File: src/rtl/ptc_pkg.sv
package ptc_pkg;

   localparam int COEF_W   = 16;
   localparam int RAW_W    = 24;
   localparam int DT_W     = 25;
   localparam int TEMP_W   = 19;
   localparam int PRESS_W  = 41;
   localparam int CSR_IDX_W = 3;

   // internal widths
   localparam int OFF_W    = 37;
   localparam int SENS_W   = 36;
   localparam int OFFI_W   = 38;
   localparam int SENSI_W  = 37;

   localparam logic [TEMP_W-1:0] TEMP_REF = TEMP_W'(2000);

   localparam logic [CSR_IDX_W-1:0] CSR_C1 = CSR_IDX_W'(0);
   localparam logic [CSR_IDX_W-1:0] CSR_C2 = CSR_IDX_W'(1);
   localparam logic [CSR_IDX_W-1:0] CSR_C3 = CSR_IDX_W'(2);
   localparam logic [CSR_IDX_W-1:0] CSR_C4 = CSR_IDX_W'(3);
   localparam logic [CSR_IDX_W-1:0] CSR_C5 = CSR_IDX_W'(4);
   localparam logic [CSR_IDX_W-1:0] CSR_C6 = CSR_IDX_W'(5);

   typedef struct packed {
      logic [COEF_W-1:0] c1;
      logic [COEF_W-1:0] c2;
      logic [COEF_W-1:0] c3;
      logic [COEF_W-1:0] c4;
      logic [COEF_W-1:0] c5;
      logic [COEF_W-1:0] c6;
   } coef_type;

   // word handed from the temperature front end to the pressure back end
   typedef struct packed {
      logic [RAW_W-1:0]   d1;
      logic [DT_W-1:0]    dt;
      logic [TEMP_W-1:0]  temp;
      logic [TEMP_W-1:0]  temp2;
      logic [OFF_W-1:0]   off;
      logic [OFFI_W-1:0]  offi;
      logic [SENS_W-1:0]  sens;
      logic [SENSI_W-1:0] sensi;
   } mid_type;

endpackage

File: src/rtl/ptc_press.sv
module ptc_press (
   input  logic                        clock,
   input  logic                        reset,
   input  logic                        in_valid,
   output logic                        in_ready,
   input  ptc_pkg::mid_type            in_word,
   output logic                        out_valid,
   input  logic                        out_ready,
   output logic [ptc_pkg::TEMP_W-1:0]  out_temp2,
   output logic [ptc_pkg::TEMP_W-1:0]  out_temp,
   output logic [ptc_pkg::DT_W-1:0]    out_dt,
   output logic [ptc_pkg::PRESS_W-1:0] out_press
);
   import ptc_pkg::*;

   localparam int NSTAGE = 4;

   logic [NSTAGE-1:0] v_ff;
   logic [NSTAGE:0]   en;

   // stage 6: corrected offset and sensitivity
   logic [38:0]        s6_od_in, s6_od_ff;
   logic [37:0]        s6_sd_in, s6_sd_ff;
   logic [RAW_W-1:0]   s6_d1_ff;
   logic [TEMP_W-1:0]  s6_temp_ff, s6_temp2_ff;
   logic [DT_W-1:0]    s6_dt_ff;

   // stage 7: partial products of D1 and the sensitivity
   logic [42:0]        s7_pl_in, s7_pl_ff;
   logic signed [43:0] s7_ph_in, s7_ph_ff;
   logic [38:0]        s7_od_ff;
   logic [TEMP_W-1:0]  s7_temp_ff, s7_temp2_ff;
   logic [DT_W-1:0]    s7_dt_ff;

   // stage 8: full product
   logic [62:0]        s8_prod_in, s8_prod_ff;
   logic [38:0]        s8_od_ff;
   logic [TEMP_W-1:0]  s8_temp_ff, s8_temp2_ff;
   logic [DT_W-1:0]    s8_dt_ff;

   // stage 9: output register
   logic [PRESS_W-1:0] s9_press_in, s9_press_ff;
   logic [TEMP_W-1:0]  s9_temp_ff, s9_temp2_ff;
   logic [DT_W-1:0]    s9_dt_ff;

   always_comb begin
      en[NSTAGE] = out_ready;
      for (int k = NSTAGE - 1; k >= 0; k--) begin
         en[k] = !v_ff[k] || en[k+1];
      end
   end

   assign in_ready  = en[0];
   assign out_valid = v_ff[NSTAGE-1];
   assign out_temp2 = s9_temp2_ff;
   assign out_temp  = s9_temp_ff;
   assign out_dt    = s9_dt_ff;
   assign out_press = s9_press_ff;

   always_ff @(posedge clock) begin
      if (reset) begin
         v_ff <= '0;
      end else begin
         for (int k = 0; k < NSTAGE; k++) begin
            if (en[k]) begin
               v_ff[k] <= (k == 0) ? in_valid : v_ff[(k == 0) ? 0 : k-1];
            end
         end
      end
   end

   assign s6_od_in = {{2{in_word.off[OFF_W-1]}}, in_word.off} - {1'b0, in_word.offi};
   assign s6_sd_in = {{2{in_word.sens[SENS_W-1]}}, in_word.sens} - {1'b0, in_word.sensi};

   // sensitivity split into an unsigned low half and a signed high half
   assign s7_pl_in = s6_d1_ff * s6_sd_ff[18:0];
   assign s7_ph_in = $signed({1'b0, s6_d1_ff}) * $signed(s6_sd_ff[37:19]);

   assign s8_prod_in = {s7_ph_ff[43:0], 19'b0} + {20'b0, s7_pl_ff};

   assign s9_press_in = s8_prod_ff[61:21] - {{2{s8_od_ff[38]}}, s8_od_ff};

   always_ff @(posedge clock) begin
      if (en[0]) begin
         s6_od_ff    <= s6_od_in;
         s6_sd_ff    <= s6_sd_in;
         s6_d1_ff    <= in_word.d1;
         s6_temp_ff  <= in_word.temp;
         s6_temp2_ff <= in_word.temp2;
         s6_dt_ff    <= in_word.dt;
      end
      if (en[1]) begin
         s7_pl_ff    <= s7_pl_in;
         s7_ph_ff    <= s7_ph_in;
         s7_od_ff    <= s6_od_ff;
         s7_temp_ff  <= s6_temp_ff;
         s7_temp2_ff <= s6_temp2_ff;
         s7_dt_ff    <= s6_dt_ff;
      end
      if (en[2]) begin
         s8_prod_ff  <= s8_prod_in;
         s8_od_ff    <= s7_od_ff;
         s8_temp_ff  <= s7_temp_ff;
         s8_temp2_ff <= s7_temp2_ff;
         s8_dt_ff    <= s7_dt_ff;
      end
      if (en[3]) begin
         s9_press_ff <= s9_press_in;
         s9_temp_ff  <= s8_temp_ff;
         s9_temp2_ff <= s8_temp2_ff;
         s9_dt_ff    <= s8_dt_ff;
      end
   end

endmodule

File: config.mk
export PLATFORM = sky130hd
export DESIGN_NAME = ptc_press
export DESIGN_NICKNAME = d
export VERILOG_FILES = /design/src/rtl/ptc_pkg.sv /design/src/rtl/ptc_press.sv
export SDC_FILE = /design/constraint.sdc
export NUM_CORES = 2
export LEC_CHECK = 0
export BUFFER_PORTS_ARGS = -buffer_cell sky130_fd_sc_hd__buf_2
export CAP_MARGIN = 30
export CORE_MARGIN = 3
export CORE_UTILIZATION = 40
export CTS_BUF_LIST = sky130_fd_sc_hd__clkbuf_4 sky130_fd_sc_hd__clkbuf_8
export DETAILED_ROUTE_END_ITERATION = 12
export GPL_ROUTABILITY_DRIVEN = 0
export GPL_TIMING_DRIVEN = 0
export PLACE_DENSITY = 0.59
export SLEW_MARGIN = 20
export SYNTH_ARGS = -nofsm -noshare
export SYNTH_HDL_FRONTEND = slang
export SYNTH_SLANG_ARGS = --single-unit
export TNS_END_PERCENT = 10
File: constraint.sdc
create_clock -name clock -period 8.95 [get_ports clock]
set_input_delay 0.895 -clock clock [delete_from_list [all_inputs] [get_ports clock]]
set_output_delay 0.895 -clock clock [all_outputs]
set_load 0.03 [all_outputs]
---- After elaboration in Yosys (flattened, before gate mapping) ----
Index checks and enable logic that the tools add are counted.
operators by class
  reduce and logical (&&, ||, !) cells .... 8
  multipliers ............................. 2
  order comparisons ....................... 0
  div/mod/pow operators ................... 0
  equal/unequal tests ..................... 0
  muxes and demuxes ....................... 0
  $add $sub $neg .......................... 4
  shifts and indexed selects .............. 0
  bitwise logic cells ..................... 0
operators with widths
  cell              number
  $add 62x43->62    1
  $mul 24x19->43    1
  $mul 25x19->43    1
  $sub 41x41->41    1
  $sub 39x38->39    1
  $sub 38x37->38    1
  $logic_not 1->1   4
  $logic_or 1x1->1  4
word-level totals
  latch bits .............................. 0
  memories ................................ 0
  input bits .............................. 239
  register bits after elaboration ......... 624
  output and inout bits ................... 106
  logic and storage cells ................. 39
  RAM bits ................................ 0
  ROM bits ................................ 0

---- Longest topological paths before layout ----
  depth after elaboration ................. 5
  mapped depth ............................ 27
  mapped depth without buffers ............ 25

---- Worst setup path after synthesis ----
Ideal clock, no wire load.
  path type ............................... reg2reg
  start point ............................. register s6_d1_ff[7]
  end point ............................... register s7_ph_ff[40], data pin
  library setup time ...................... 0.274 ns
  required time ........................... 8.676 ns
  data arrival time ....................... 6.482 ns
  cell stages (with the launch flop) ...... 25
  path buffers ............................ 2
  slack ................................... 2.194 ns
  period minus slack after synthesis ...... 6.756 ns
  cells stage by stage .................... edfxtp_1 -> clkbuf_1 -> clkbuf_1 -> nand2_1 -> fa_1 -> inv_1 -> fa_1 -> inv_1 -> fa_1 -> inv_1 -> fa_1 -> fa_1 -> fa_1 -> fa_1 -> ha_1 -> a21o_1 -> o21bai_1 -> nor3_1 -> o21ai_1 -> a41o_1 -> a311o_1 -> a21o_1 -> a21oi_2 -> o41ai_1 -> xor2_1
between the ends
  word-level cells in the longest chain between the ends .. 1
ends and longest elaborated chain
  element                 line             source
  start, declared         ptc_press.sv:24  logic [RAW_W-1:0] s6_d1_ff;
  start signal, assigned  ptc_press.sv:87  s6_d1_ff <= in_word.d1;
  $mul 25x19->43          ptc_press.sv:77  assign s7_ph_in = $signed({1'b0, s6_d1_ff}) * $signed(s6_sd_ff[37:19]);
  net s7_ph_in[40]        ptc_press.sv:30  logic signed [43:0] s7_ph_in, s7_ph_ff;
  end signal, assigned    ptc_press.sv:94  s7_ph_ff <= s7_ph_in;
  end, declared           ptc_press.sv:30
The timed path passes the listed nets, and every way through them passes these cells.
A chain may end at the register's enable or synchronous reset.

---- Final worst setup path ----
  start point ............................. register s6_d1_ff[17]
  end point ............................... register s7_ph_ff[41], data pin
The elaborated chain is that of the path after synthesis.

==> results.toml <==
[clock_network]
root_buffer = "clkbuf_8"
clock_latency_ns = 0.76
ctsResizeCount = 0
cts_tree = "built"
cts.sinks = 584
cts_max_level = 3
clkSlewWorstSetupHoldPaths_ns = 0.08
clock_path_buffers = 3
ctsHoldBuffers = 0
cts_buffers = 98
post_cts_buffers = 0

[die]
ios = 345
row_count = 133
die_h_um = 373
start_util = 0.406
die-area_sq_mm = 0.139
die_x_um = 373
fp.coreArea_sq_mm = 0.132

[synth]
async_reset_ff_frac = 0
synth_nets = 6400
synth_edf_count = 580
netlist_instances = 4985
yosys_warnings = 0
seq_area_frac_synth = 0.325
ys_ff_latch = 584
ys.flop_type = "edfxtp_1"
synthDistinctLibCells = 71
syn_area_sq_mm = 0.0538
synth_area_per_cell_sq_um = 10.8

[worst_setup_path]
cp_data_required_time_ns = 9.46
max_stage_delay_ns = 0.85
worstPathMaxFanout = 10
cpMostUsedCell = "fa_1"
crit_path_cell_trace = "clkbuf_1 > clkbuf_1 > nand2_1 > fa_1 > fa_1 > fa_1 > inv_1 > fa_1 > fa_1 > fa_1 > ha_1 > ha_1 > a21o_1 > a211oi_1 > nor2_1 > a211oi_1 > o21ai_0 > a31oi_1 > o21ai_0 > a221oi_1 > xnor2_1"
critical_path_class = "reg -> reg"
startpoint_type = "register"
critical-path-slowest-cell = "clkbuf_1"
endpoint_kind = "register"
critPathArrivalTime_ns = 9.13

[timing]
final-max-slew-violation-count = 0
rsz0062_at_grt = "yes"
clock.fmax_mhz = 116
final-setup-viol-count = 0
maxSlewHeadroom = 0.241
worst_slew_pin_slew_ns = 1.14
period_minus_slack_ns = 8.62
finalHoldViolCount = 0
period_share = 0.963
finalClockSkew_ns = 0.0609

[drt]
antenna_left = 0
avgRoutedWirePerCell_um = 20.8
dr.pass1.iters = 6
vias = 36900
via_per_inst = 5.07
wl_um = 152000
drc = 0
initialDrtViolationCount = 2812

[min_path]
hold_path_class = "in -> reg"

[placed_design]
portBuffers = 344
post-dp-hpwl_um = 122000
dp_cells = 7106
placed_area_sq_mm = 0.0581

[cells_and_area]
fillers = 12700
mostFrequentLayoutCells = "inv_1 (985), fa_1 (748), nand2_1 (631)"
nNetsFinal = 6864
final_common_cell = "inv_1"
multi_input_area_sq_mm = 0.0319
ff_latch_area_sq_mm = 0.0175
layout.cells.non_filler = 7285
fin_area_sq_mm = 0.0601
syn_to_final_growth_pct = 11.7
drive_above_1_share = 0.101

[run]
maxCapViolCount = 0

[global_routing]
grt_usage = 0.219
overflow = 0
grt_pass1_vias = 38600
grt_max_degree = 102
grt_pass1_wl_um = 232000
antenna_found_initial = 14

[outcome]
outcome = "finished, final reports clean"
## through the flow
stage                util  setup slack, ns  TNS (ns)  hold slack (ns)
floorplan               -             2.19         0            0.400
global placement    0.436           -0.132    -0.224            0.400
detailed placement  0.439            0.165         0            0.405
CTS                 0.453           0.0624         0            0.218
global route        0.453          -0.0562   -0.0562            0.244
finish              0.454            0.333         0            0.324
## cell usage after synthesis (68+ instances only)
| library cell | instances | area share |
|---|---|---|
| xnor2_1 | 135 | 0.022 |
| edfxtp_1 | 580 | 0.32 |
| inv_1 | 987 | 0.069 |
| a21oi_1 | 174 | 0.016 |
| ha_1 | 428 | 0.10 |
| nand2_1 | 633 | 0.044 |
| clkbuf_1 | 186 | 0.013 |
| o21ai_0 | 68 | 0.0063 |
| fa_1 | 748 | 0.28 |
| nor2_1 | 116 | 0.0081 |
| a21o_1 | 92 | 0.013 |
| and2_1 | 352 | 0.041 |
## critical path: cells and delay by family, from the launching register on
kind / cells / cell delay, ns
flops: 1 / 0.38
buf+inv: 3 / 1.54
fa+ha+maj: 8 / 3.97
compound gates: 7 / 2.11
simple gates: 2 / 0.28
xor+xnor: 1 / 0.11
## path summary, 6_finish.rpt
check,start,endpoint,slack [ns],cells past startpoint
worst max-delay path,s6_d1_ff[17]$_DFFE_PP_,s7_ph_ff[41]$_DFFE_PP_,0.33,21
worst min-delay path,in_word[213],s6_d1_ff[2]$_DFFE_PP_,0.32,1
worst max register to register,s6_d1_ff[17]$_DFFE_PP_,s7_ph_ff[41]$_DFFE_PP_,0.33,21
worst min register to register,s6_od_ff[27]$_DFFE_PP_,s7_od_ff[27]$_DFFE_PP_,0.39,0
## layout make-up
| class | count | share of cell area |
|---|---|---|
| Sequential cell | 584 | 0.291 |
| Inverter | 987 | 0.0619 |
| Tap cell | 1755 | 0.0366 |
| Antenna cell | 6 | 0.000250 |
| Multi-Input combinational cell | 3225 | 0.531 |
| Clock buffer | 126 | 0.0260 |
| Clock inverter | 49 | 0.00589 |
| Timing Repair Buffer | 367 | 0.0351 |
| Buffer | 186 | 0.0120 |
## cells by family (layout without fill, tap and decap cells)
logic type | Yosys count | count (layout) | share of synthesized area
compound gates | 529 | 529 | 0.0642
xor+xnor | 201 | 201 | 0.0327
fa+ha+maj | 1176 | 1176 | 0.378
buf+inv | 1176 | 1715 | 0.0821
flops | 584 | 584 | 0.325
mux | 2 | 2 | 0.000372
other cells | 0 | 6 | 0
simple gates | 1317 | 1317 | 0.118
## state kept, by name, summed over array words and instances, names as in the netlist, 38 cells and up
signal / cells
out_press: 41
s6_od_ff: 39
s6_sd_ff: 38
s7_od_ff: 39
s7_ph_ff: 43
s8_od_ff: 39
s8_prod_ff: 41
## layer usage
layer / part of all wire / global-route usage / up-vias
met4: 0.035 / 0.0753 / 2
met5: 0.000079 / 0 / -
met3: 0.098 / 0.0631 / 294
met2: 0.44 / 0.339 / 1562
li1: - / - / 16800
met1: 0.42 / 0.295 / 18300
Power is not shown: default switching activity piles up to over one toggle a cycle in this logic, so the estimate is an artifact.
