File: src/rtl/ptc_pkg.sv
package ptc_pkg;

   localparam int COEF_W   = 16;
   localparam int RAW_W    = 24;
   localparam int DT_W     = 25;
   localparam int TEMP_W   = 19;
   localparam int PRESS_W  = 41;
   localparam int CSR_IDX_W = 3;

   // internal widths
   localparam int OFF_W    = 37;
   localparam int SENS_W   = 36;
   localparam int OFFI_W   = 38;
   localparam int SENSI_W  = 37;

   localparam logic [TEMP_W-1:0] TEMP_REF = TEMP_W'(2000);

   localparam logic [CSR_IDX_W-1:0] CSR_C1 = CSR_IDX_W'(0);
   localparam logic [CSR_IDX_W-1:0] CSR_C2 = CSR_IDX_W'(1);
   localparam logic [CSR_IDX_W-1:0] CSR_C3 = CSR_IDX_W'(2);
   localparam logic [CSR_IDX_W-1:0] CSR_C4 = CSR_IDX_W'(3);
   localparam logic [CSR_IDX_W-1:0] CSR_C5 = CSR_IDX_W'(4);
   localparam logic [CSR_IDX_W-1:0] CSR_C6 = CSR_IDX_W'(5);

   typedef struct packed {
      logic [COEF_W-1:0] c1;
      logic [COEF_W-1:0] c2;
      logic [COEF_W-1:0] c3;
      logic [COEF_W-1:0] c4;
      logic [COEF_W-1:0] c5;
      logic [COEF_W-1:0] c6;
   } coef_type;

   // word handed from the temperature front end to the pressure back end
   typedef struct packed {
      logic [RAW_W-1:0]   d1;
      logic [DT_W-1:0]    dt;
      logic [TEMP_W-1:0]  temp;
      logic [TEMP_W-1:0]  temp2;
      logic [OFF_W-1:0]   off;
      logic [OFFI_W-1:0]  offi;
      logic [SENS_W-1:0]  sens;
      logic [SENSI_W-1:0] sensi;
   } mid_type;

endpackage

File: src/rtl/ptc_csr.sv
module ptc_csr (
   input  logic                          clock,
   input  logic                          reset,
   input  logic                          csr_valid,
   output logic                          csr_ready,
   input  logic [ptc_pkg::CSR_IDX_W-1:0] csr_index,
   input  logic [ptc_pkg::COEF_W-1:0]    csr_wdata,
   output ptc_pkg::coef_type             coef
);
   import ptc_pkg::*;

   coef_type coef_ff;

   assign csr_ready = 1'b1;
   assign coef      = coef_ff;

   always_ff @(posedge clock) begin
      if (reset) begin
         coef_ff <= '0;
      end else if (csr_valid) begin
         unique case (csr_index)
            CSR_C1:  coef_ff.c1 <= csr_wdata;
            CSR_C2:  coef_ff.c2 <= csr_wdata;
            CSR_C3:  coef_ff.c3 <= csr_wdata;
            CSR_C4:  coef_ff.c4 <= csr_wdata;
            CSR_C5:  coef_ff.c5 <= csr_wdata;
            CSR_C6:  coef_ff.c6 <= csr_wdata;
            default: ;
         endcase
      end
   end

endmodule

File: config.mk
export PLATFORM = sky130hd
export DESIGN_NAME = ptc_csr
export DESIGN_NICKNAME = d
export VERILOG_FILES = /design/src/rtl/ptc_pkg.sv /design/src/rtl/ptc_csr.sv
export SDC_FILE = /design/constraint.sdc
export NUM_CORES = 1
export LEC_CHECK = 0
export BUFFER_PORTS_ARGS = -buffer_cell sky130_fd_sc_hd__clkbuf_2
export CAP_MARGIN = 0
export CORE_AREA = 2 2 95 143
export CTS_CLUSTER_DIAMETER = 60
export DETAILED_ROUTE_END_ITERATION = 16
export DIE_AREA = 0 0 97 145
export SYNTH_ARGS = -nofsm -noshare
export SYNTH_HDL_FRONTEND = slang
export SYNTH_SLANG_ARGS = --single-unit
File: constraint.sdc
create_clock -name clock -period 1.3 [get_ports clock]
set_clock_uncertainty 0.1 [all_clocks]
set_input_delay 0.065 -clock clock [delete_from_list [all_inputs] [get_ports clock]]
set_output_delay 0.065 -clock clock [all_outputs]
set_load 0.02 [all_outputs]
; Yosys cells after proc, flatten, opt, wreduce, memory -nomap -nowiden
; Index checks and enable logic that the tools add are counted.
[word_totals]
inputBits = 22
reg_bits = 96
wordCells = 18
[classes]
n_reduce_logical = 7
n_eq_ne = 5
[op_table]
columns = cell, count
row1 = $reduce_and A2 Y1, 6
row2 = $eq A3 B2 Y1 const B, 2
row3 = $eq A3 B3 Y1 const B, 2
row4 = $eq A3 B1 Y1 const B, 1
row5 = $logic_not A3 Y1, 1

; Longest topological paths before layout
; Gate-level depths: netlist of run 1.
[depth]
ltp_word = 2
mapped_depth = 4
depth_no_buf = 2

; Worst setup path after synthesis of run 1
; Ideal clock, no wire load.
[synth_timing]
path_type = input -> register
from = input csr_index[1] in the netlist's numbering
to = register coef_ff, in the netlist coef[85]
t_arrival_ns = 0.964
path_slack_ns = 0.112
stages = 4
required_ns = 1.076
n_path_buf = 2
cell_sequence = or4b_1 -> buf_2 -> buf_6 -> mux2i_1
[synth_via]
elab_chain_len = 2
[synth_lines]
columns = item, line_no
row1 = "start, declared", ptc_csr.sv:6  ; input logic [ptc_pkg::CSR_IDX_W-1:0] csr_index,
row2 = $logic_not A3 Y1, ptc_csr.sv:21  ; unique case (csr_index)
row3 = $reduce_and A2 Y1 (no line), n/a
row4 = "end, declared", ptc_csr.sv:12  ; coef_type coef_ff;
; No other way between the ends.
; A chain may end at the register's enable or synchronous reset.

; Worst setup path after layout of run 1
[layout_timing]
from = register coef_ff, in the netlist coef[11]
to = output coef[11] in the netlist's numbering
[layout_rtl]
columns = item, line_no
row1 = "end, declared", ptc_csr.sv:8  ; output ptc_pkg::coef_type coef
; No word-level cell between the ends.

==> qor.csv, run 1 <==
metric,value,unit
status,"finished, final reports clean",
leak pwr,2.540,nW
Yosys cell types,13,
post-route ant nets,0,
Die H,145,um
Pwr Density,1252,mW/mm^2
DRC Markers,0,
CP endpoint kind,primary output,
post-synthesis sequential area ratio,50.66,%
CORE AREA,0.01283,sq mm
H-Tree Depth,3,
R2R Setup Slk,560,ps
synth warn,0,
max reg flops,96,
# clock sinks,96,
vias in the first global route,2784,
worst vdd ir,0.4911,mV
Area Growth Syn to Fin,30.54,%
Max Cap Viol,0,
Max Transition Viols Final,0,
Worst R2R Path Depth,2,
post-synth top area share,50.66,%
WL per Instance,16.63,um
first-pass GRT wire length,16080,um
Crit Reg-Reg Endpoint,coef[1],
layout cells sized above 1,32.25,%
min-delay src,csr_wdata[11],
Final HPWL DP,7450,um
WP data required,1130,ps
Ports,119,
max frequency,962.6,MHz
Yosys top cell by area,dfxtp_1,
DRT Pass-1 Iters,4,
area of the die,0.01407,sq mm
clock slew at reported path FFs,70,ps
"commonest non-fill, non-tap cell in the layout",clkbuf_2,
Worst-Skew Late Latency,330,ps
Synth Instances,338,
GP Congestion,0.7504,
Fin. Hold Viols,0,
final setup TNS,0,ps
Longest Clk Path Bufs,2,
total track usage,14.63,%
top cell family by delay on the critical path,flip-flops,
gr ovfl total,0,
antenna cells,0,
# port buffers,117,
CTS Hold Bufs,0,
Site Rows,51,
CP Cell Sequence,clkbuf_2,
# setup viols final,0,
Power Total,6.201,mW
startpoint type of the worst setup path,register,
Root Driver,clkbuf_16,
Hold Path Class,primary input to register,
clock tree from TritonCTS,built,
initial antenna violation count,0,
most frequent cells in the layout,"117 x clkbuf_2, 112 x nand2b_1, 96 x mux2i_1, 96 x dfxtp_1, 11 x buf_4",
final wirelength,10330,um
vias,2777,
RR Startpoint,coef[1],
synthesized area per cell,11.22,sq um
Non-Filler Instances,621,
register bit total from synthesis,96,
Synth area leaders,"dfxtp_1 51%, mux2i_1 25%, nand2b_1 18%, buf_2 1.3%, clkbuf_1 1.3%",
DR iter-0 viols,53,
# resized after CTS,0,
slowest CP cell,dfxtp_1,
Starting Density,29.58,%
clock buffer count from CTS,9,
Mapped Nets,360,
Critical path buffers and inverters,1,
Die W,97,um
crit-path max FO,2,
Final Cycle Share,79.91,%
Mapped Area,0.003794,sq mm
Vias/cell,4.472,
Tmin final,1039,ps
# placed instances,606,
Critical Path Max Stage Delay,350,ps
pin count of the biggest net entering global routing,45,
CP arrival,870,ps
postcts setup bufs,0,
Hold Crit Depth,3,
worst hold endpoint,coef[11],
Layout Nets,480,
Setup Crit Path Kind,register to primary output,
unrepaired setup endpoints after global routing,no,
cell families (layout without fill, tap and decap cells):
group	after synthesis	in the layout	share of synthesized area, %
simple gates	120	120	20.81
mux	96	96	25.33
flops	96	96	50.66
buf+inv	25	149	3.100
other cells	1	1	0.09885
stage by stage:
step / instance area (sq um) / setup WS (ps) / util (%) / hold WS (ps)
finish: 4952 / 261.2 / 38.61 / 107.6
global route: 4952 / 213.6 / 38.61 / 123.2
CTS: 4952 / 246.3 / 38.61 / 116.7
detailed placement: 4663 / -6.167 / 36.36 / 361.1
global placement: 4663 / -7.146 / 36.36 / 358.9
floorplan: 3794 / 112.3 / - / 183.3
cell type report:
| cell class | count | area, sq um |
|---|---|---|
| multi-input combinational | 217 | 1754 |
| sequential | 96 | 1922 |
| tap | 159 | 198.9 |
| clock buffer | 12 | 246.5 |
| clock inverter | 3 | 42.54 |
| timing repair buffer | 134 | 788.3 |
| fill | 1288 | 7874 |
layer usage:
metal	global-route usage, %	vias to the layer above	wire length, um
met5	0	-	0
met4	3.803	0	107
met3	3.661	7	543
met2	26.35	75	5355
met1	17.15	1340	4319
li1	-	1355	-
report_power, final:
group,total [mW],internal [mW],switching [mW]
clock,2.62,1.53,1.09
combinational,0.535,0.227,0.308
sequential,3.04,3.01,0.0353
total,6.20,4.77,1.44
worst max path at each step:
stage	start	endpoint	slack [ps]	depth (start not counted)
after global routing	coef[89]	coef[89]	210	1
final	coef[11]	coef[11]	260	1
after CTS	coef[85]	coef[85]	250	1
after global placement	csr_index[1]	coef[93]	-7	4
after detailed placement	csr_index[1]	coef[91]	-6	4
after floorplan	csr_index[1]	coef[85]	110	4
synthesized netlist by cell type (all sizes together):
cell	instances
and4bb	1
buf	12
dfxtp	96
nand2b	112
conb	1
nand4bb	3
nand4b	2
nor4b	1
mux2i	96
clkbuf	13
or4b	1
Note: power is estimated with default switching activity, not from simulation.
==> inputs of run 2 (changes only) <==
- clock period: 1.3 -> 0.9 ns (I/O delays scaled with it)
==> run 2 against run 1 <==
Compared with the run above:
- largest power group unchanged
- hold slack got worse by 97 ps
- the run now ends with negative setup slack left
- register-to-register slack got worse by 560 ps
- flip-flop and latch count did not move
- cell count rose by 12%
==> qor.csv, run 2 (synthesis results as in run 1) <==
metric,value,unit,change
WL met3,537,um,was 543 um
DRC Markers,0,,unchanged
# port buffers,117,,unchanged
Fin. Hold Viols,0,,unchanged
gr ovfl total,0,,unchanged
worst vdd ir,0.9386,mV,was 0.4911 mV
Starting Density,29.58,%,unchanged
Area Growth Syn to Fin,77.94,%,was 30.54%
Hold Path Class,primary input to register,,unchanged
failing checks,negative setup slack,,
clock buffer count from CTS,9,,unchanged
Critical path origin,coef[62],,was coef[11]
Max Cap Viol,0,,unchanged
leak pwr,3.293,nW,was 2.540 nW
unrepaired setup endpoints after global routing,yes,,was no
top cell family by delay on the critical path,flip-flops,,unchanged
Setup Crit Path Kind,register to primary output,,unchanged
final wirelength,11490,um,was 10330 um
slowest CP cell,dfxtp_2,,was dfxtp_1
worst setup margin,-62.19,ps,was 261.2 ps
CP arrival,820,ps,was 870 ps
CP Cell Sequence,buf_8,,was clkbuf_2
# clock sinks,96,,unchanged
status,finished with violations,,"was finished, final reports clean"
Vias/cell,4.415,,was 4.472
first-pass GRT wire length,17530,um,was 16080 um
Tmin final,962.2,ps,
WL met2,6275,um,was 5355 um
antenna cells,0,,unchanged
max reg flops,96,,unchanged
WL per Instance,16.47,um,was 16.63 um
Final Cycle Share,106.9,%,
Max Transition Viols Final,0,,unchanged
post-route ant nets,0,,unchanged
area of the die,0.01407,sq mm,unchanged
"commonest non-fill, non-tap cell in the layout",nand2b_1,,was clkbuf_2
H-Tree Depth,3,,unchanged
Worst-Skew Late Latency,330,ps,about the same
Layout Nets,556,,was 480
startpoint type of the worst setup path,register,,unchanged
Fillers,1128,,was 1288
Die H,145,um,unchanged
total track usage,15.92,%,was 14.63%
CORE AREA,0.01283,sq mm,unchanged
RR Startpoint,coef[13],,was coef[1]
WP data required,750,ps,was 1130 ps
DRT Pass-1 Iters,4,,unchanged
# placed instances,628,,was 606
# setup viols final,102,,was 0
Longest Clk Path Bufs,2,,unchanged
vias,3082,,was 2777
Non-Filler Instances,698,,was 621
max frequency,1039,MHz,
pre-CTS WS,-483.2,ps,was -6.167 ps
crit-path max FO,2,,unchanged
most frequent cells in the layout,"110 x nand2b_1, 96 x mux2i_1, 96 x buf_8, 95 x dfxtp_2, 74 x buf_4",,"was 117 x clkbuf_2, 112 x nand2b_1, 96 x mux2i_1, 96 x dfxtp_1, 11 x buf_4"
Root Driver,clkbuf_16,,unchanged
GP Congestion,0.7321,,was 0.7504
layout cells sized above 1,60.11,%,was 32.25%
CP endpoint kind,primary output,,unchanged
Metal-1 WL,4482,um,was 4319 um
Ports,119,,unchanged
pin count of the biggest net entering global routing,23,,was 45
Critical Path Max Stage Delay,360,ps,was 350 ps
Pwr Density,1370,mW/mm^2,was 1252 mW/mm^2
Final HPWL DP,7596,um,was 7450 um
vias in the first global route,3189,,was 2784
Critical path buffers and inverters,1,,unchanged
top layer in use,met4,,unchanged
Site Rows,51,,unchanged
clock tree from TritonCTS,built,,unchanged
DR iter-0 viols,42,,was 53
initial antenna violation count,0,,unchanged
min-delay src,csr_wdata[12],,was csr_wdata[11]
clock slew at reported path FFs,70,ps,about the same
Die W,97,um,unchanged
## run 2: cell count changes in the layout (fill, tap and decap cells not counted), sizes merged
cell,before,now
bufinv,1,0
buf,17,188
inv,0,1
clkbuf,129,32
dlygate4sd3,0,2
clkinvlp,1,0
clkinv,1,3
## run 2: final timing paths
check                                end  slack, ps  cells past startpoint
worst min-delay path            coef[60]         10                      4
worst max-delay path            coef[62]        -60                      1
worst max register to register  coef[13]          0                      4
worst min register to register  coef[74]        390                      2
## run 2: cell type report
class	count	area, sq um	area share [%]
repair buffers	210	2441	36.16
flip-flops and latches	96	2044	30.29
multi-input cells	217	1782	26.39
clock buffers	12	256.5	3.800
well taps	159	198.9	2.947
clock inverters	4	27.53	0.4078
## run 2: what timing repair did
| action | CTS | global route |
|---|---|---|
| pin swaps | 1 | 1 |
| setup endpoints to repair | 108 | 109 |
| endpoints found under the hold margin | 5 | 0 |
| gates cloned | 1 | 0 |
| gates resized for setup | 292 | 105 |
| hold buffers | 2 | 0 |
| buffers inserted | 16 | 36 |
## run 2: power breakdown
group / switching [mW] / internal, mW
combinational: 0.495 / 0.667
sequential: 0.0872 / 4.36
clock: 1.61 / 2.03
total: 2.19 / 7.06
## run 2: per-layer routing
layer  up-vias  GRT usage, %
met4         0         4.648
met5         -             0
li1       1508             -
met3        14         3.757
met1      1475         17.97
met2        85         29.38
## run 2: tightest hold or removal path, cell delays in order
cell	delay [ps]
clkbuf_2	80
nand2b_1	100
buf_4	120
mux2i_1	60
## run 2: through the flow
stage | util [%] | total power, mW | setup TNS, ps | hold WS, ps | area, sq um
floorplan | - | 4.953 | -2916 | 142.3 | 3829
global placement | 38.10 | 5.368 | -19720 | 225.9 | 4887
detailed placement | 38.10 | 5.381 | -20970 | 254.4 | 4887
CTS | 49.31 | 9.280 | -7134 | 2.709 | 6325
global route | 52.63 | 9.613 | -6886 | 16.77 | 6750
finish | 52.63 | 9.246 | -3662 | 10.30 | 6750
==> inputs of run 3 (changes only) <==
- CELL_PAD_IN_SITES_DETAIL_PLACEMENT: not set -> 1
- CELL_PAD_IN_SITES_GLOBAL_PLACEMENT: not set -> 2
- CORE_AREA: 2 2 95 143 -> 2 2 99 148
- DIE_AREA: 0 0 97 145 -> 0 0 101 150
- PLACE_DENSITY_LB_ADDON: not set -> 0.1
==> run 3 against run 2 <==
Compared with the run above:
- the flow still finishes with violations (negative setup slack)
- die area increased by 7.7%
- total power increased by 4.4%
- largest power group unchanged
- maximum frequency decreased by 0.31%
- wire length increased by 0.84%
- clock power increased by 13%
- design area decreased by 0.54%
==> qor.csv, run 3 (synthesis results as in run 1) <==
metric,value,unit,change
status,finished with violations,,unchanged
failing checks,negative setup slack,,unchanged
# setup viols final,101,,was 102
area of the die,0.01515,sq mm,was 0.01407 sq mm
max reg flops,96,,unchanged
post-route ant nets,0,,unchanged
WP data required,750,ps,about the same
Final HPWL DP,8016,um,was 7596 um
"Core Util, Final",48.21,%,was 52.63%
Critical Path Max Stage Delay,360,ps,about the same
Tmin final,965.2,ps,was 962.2 ps
total track usage,15.14,%,was 15.92%
# placed instances,621,,was 628
Worst-Skew Late Latency,330,ps,about the same
Max Cap Viol,0,,unchanged
worst vdd ir,0.9903,mV,was 0.9386 mV
"commonest non-fill, non-tap cell in the layout",nand2b_1,,unchanged
Longest Clk Path Bufs,2,,unchanged
# port buffers,117,,unchanged
Die H,150,um,was 145 um
first-pass GRT wire length,17310,um,was 17530 um
area of the multi-input gates,0.001789,sq mm,was 0.001782 sq mm
Area Growth Syn to Fin,76.98,%,was 77.94%
Site Rows,53,,was 51
worst setup margin,-65.18,ps,was -62.19 ps
Final Cycle Share,107.2,%,was 106.9%
CP arrival,820,ps,about the same
Die W,101,um,was 97 um
slowest CP cell,dfxtp_4,,was dfxtp_2
Root Driver,clkbuf_16,,unchanged
Layout Nets,544,,was 556
H-Tree Depth,3,,unchanged
Starting Density,27.24,%,was 29.58%
CP Cell Sequence,buf_8,,unchanged
Pwr Density,1438,mW/mm^2,was 1370 mW/mm^2
WL per Instance,16.75,um,was 16.47 um
CORE AREA,0.01393,sq mm,was 0.01283 sq mm
initial antenna violation count,0,,unchanged
unrepaired setup endpoints after global routing,yes,,unchanged
Max Transition Viols Final,0,,unchanged
GP Congestion,0.7304,,was 0.7321
Non-Filler Instances,692,,was 698
vias,3041,,was 3082
clock tree from TritonCTS,built,,unchanged
top cell family by delay on the critical path,flip-flops,,unchanged
Fin. Hold Viols,0,,unchanged
Hold Path Class,primary input to register,,unchanged
Vias/cell,4.395,,was 4.415
gr ovfl total,0,,unchanged
DRT Pass-1 Iters,3,,was 4
layout cells sized above 1,59.77,%,was 60.11%
leak pwr,3.258,nW,was 3.293 nW
final wirelength,11590,um,was 11490 um
Setup Crit Path Kind,register to primary output,,unchanged
antenna cells,0,,unchanged
most frequent cells in the layout,"109 x nand2b_1, 96 x mux2i_1, 96 x buf_8, 94 x dfxtp_2, 61 x buf_4",,"was 110 x nand2b_1, 96 x mux2i_1, 96 x buf_8, 95 x dfxtp_2, 74 x buf_4"
Fillers,1455,,was 1128
WHS,12.88,ps,was 10.30 ps
final setup TNS,-4315,ps,was -3662 ps
pin count of the biggest net entering global routing,25,,was 23
# clock sinks,96,,unchanged
vias in the first global route,3218,,was 3189
Critical path buffers and inverters,1,,unchanged
startpoint type of the worst setup path,register,,unchanged
CP endpoint kind,primary output,,unchanged
max frequency,1036,MHz,was 1039 MHz
crit-path max FO,2,,unchanged
Ports,119,,unchanged
DR iter-0 viols,18,,was 42
pre-CTS WS,-480.4,ps,was -483.2 ps
Reg area,0.002047,sq mm,was 0.002044 sq mm
DRC Markers,0,,unchanged
clock slew at reported path FFs,70,ps,about the same
clock buffer count from CTS,9,,unchanged
[run 3: what timing repair did]
item / in CTS / in global routing
hold endpoints to repair: 5 / 0
gates resized for setup: 293 / 114
buffers inserted: 22 / 32
hold buffers: 1 / 0
pin swaps: 1 / 1
endpoints found under the setup margin: 108 / 104
gates cloned: 0 / 1
[run 3: worst paths after layout]
kind	start	end	slack (ps)	cells past startpoint
setup / recovery	coef[62]	coef[62]	-70	1
hold / removal	csr_wdata[1]	coef[81]	10	4
setup reg to reg	coef[75]	coef[75]	-10	4
hold reg to reg	coef[80]	coef[80]	390	2
[run 3: per-layer routing]
metal / global-route usage [%] / wire [um]
met5: 0 / 0
met4: 4.865 / 156
met3: 4.390 / 596
met2: 27.43 / 6395
met1: 16.79 / 4441
[run 3: metrics by stage]
step                      instance area [sq um]  power (mW)
after floorplan                            3829       4.953
after global placement                     4785       5.322
after detailed placement                   4785       5.335
after CTS                                  6260       9.719
after global routing                       6714       10.07
final                                      6714       9.653
[run 3: power by group]
| group | switching (mW) | leakage (nW) | internal, mW |
|---|---|---|---|
| combinational | 0.473 | 2.28 | 0.630 |
| sequential | 0.0894 | 0.824 | 4.35 |
| clock | 1.67 | 0.156 | 2.44 |
| total | 2.23 | 3.26 | 7.42 |
[run 3: final cells by class]
class                      count  share of cell area, %
timing repair buffer         198                  35.02
sequential                    96                  30.49
multi-input combinational    217                  26.65
clock buffer                   9                  3.354
tap                          165                  3.075
clock inverter                 7                  1.416
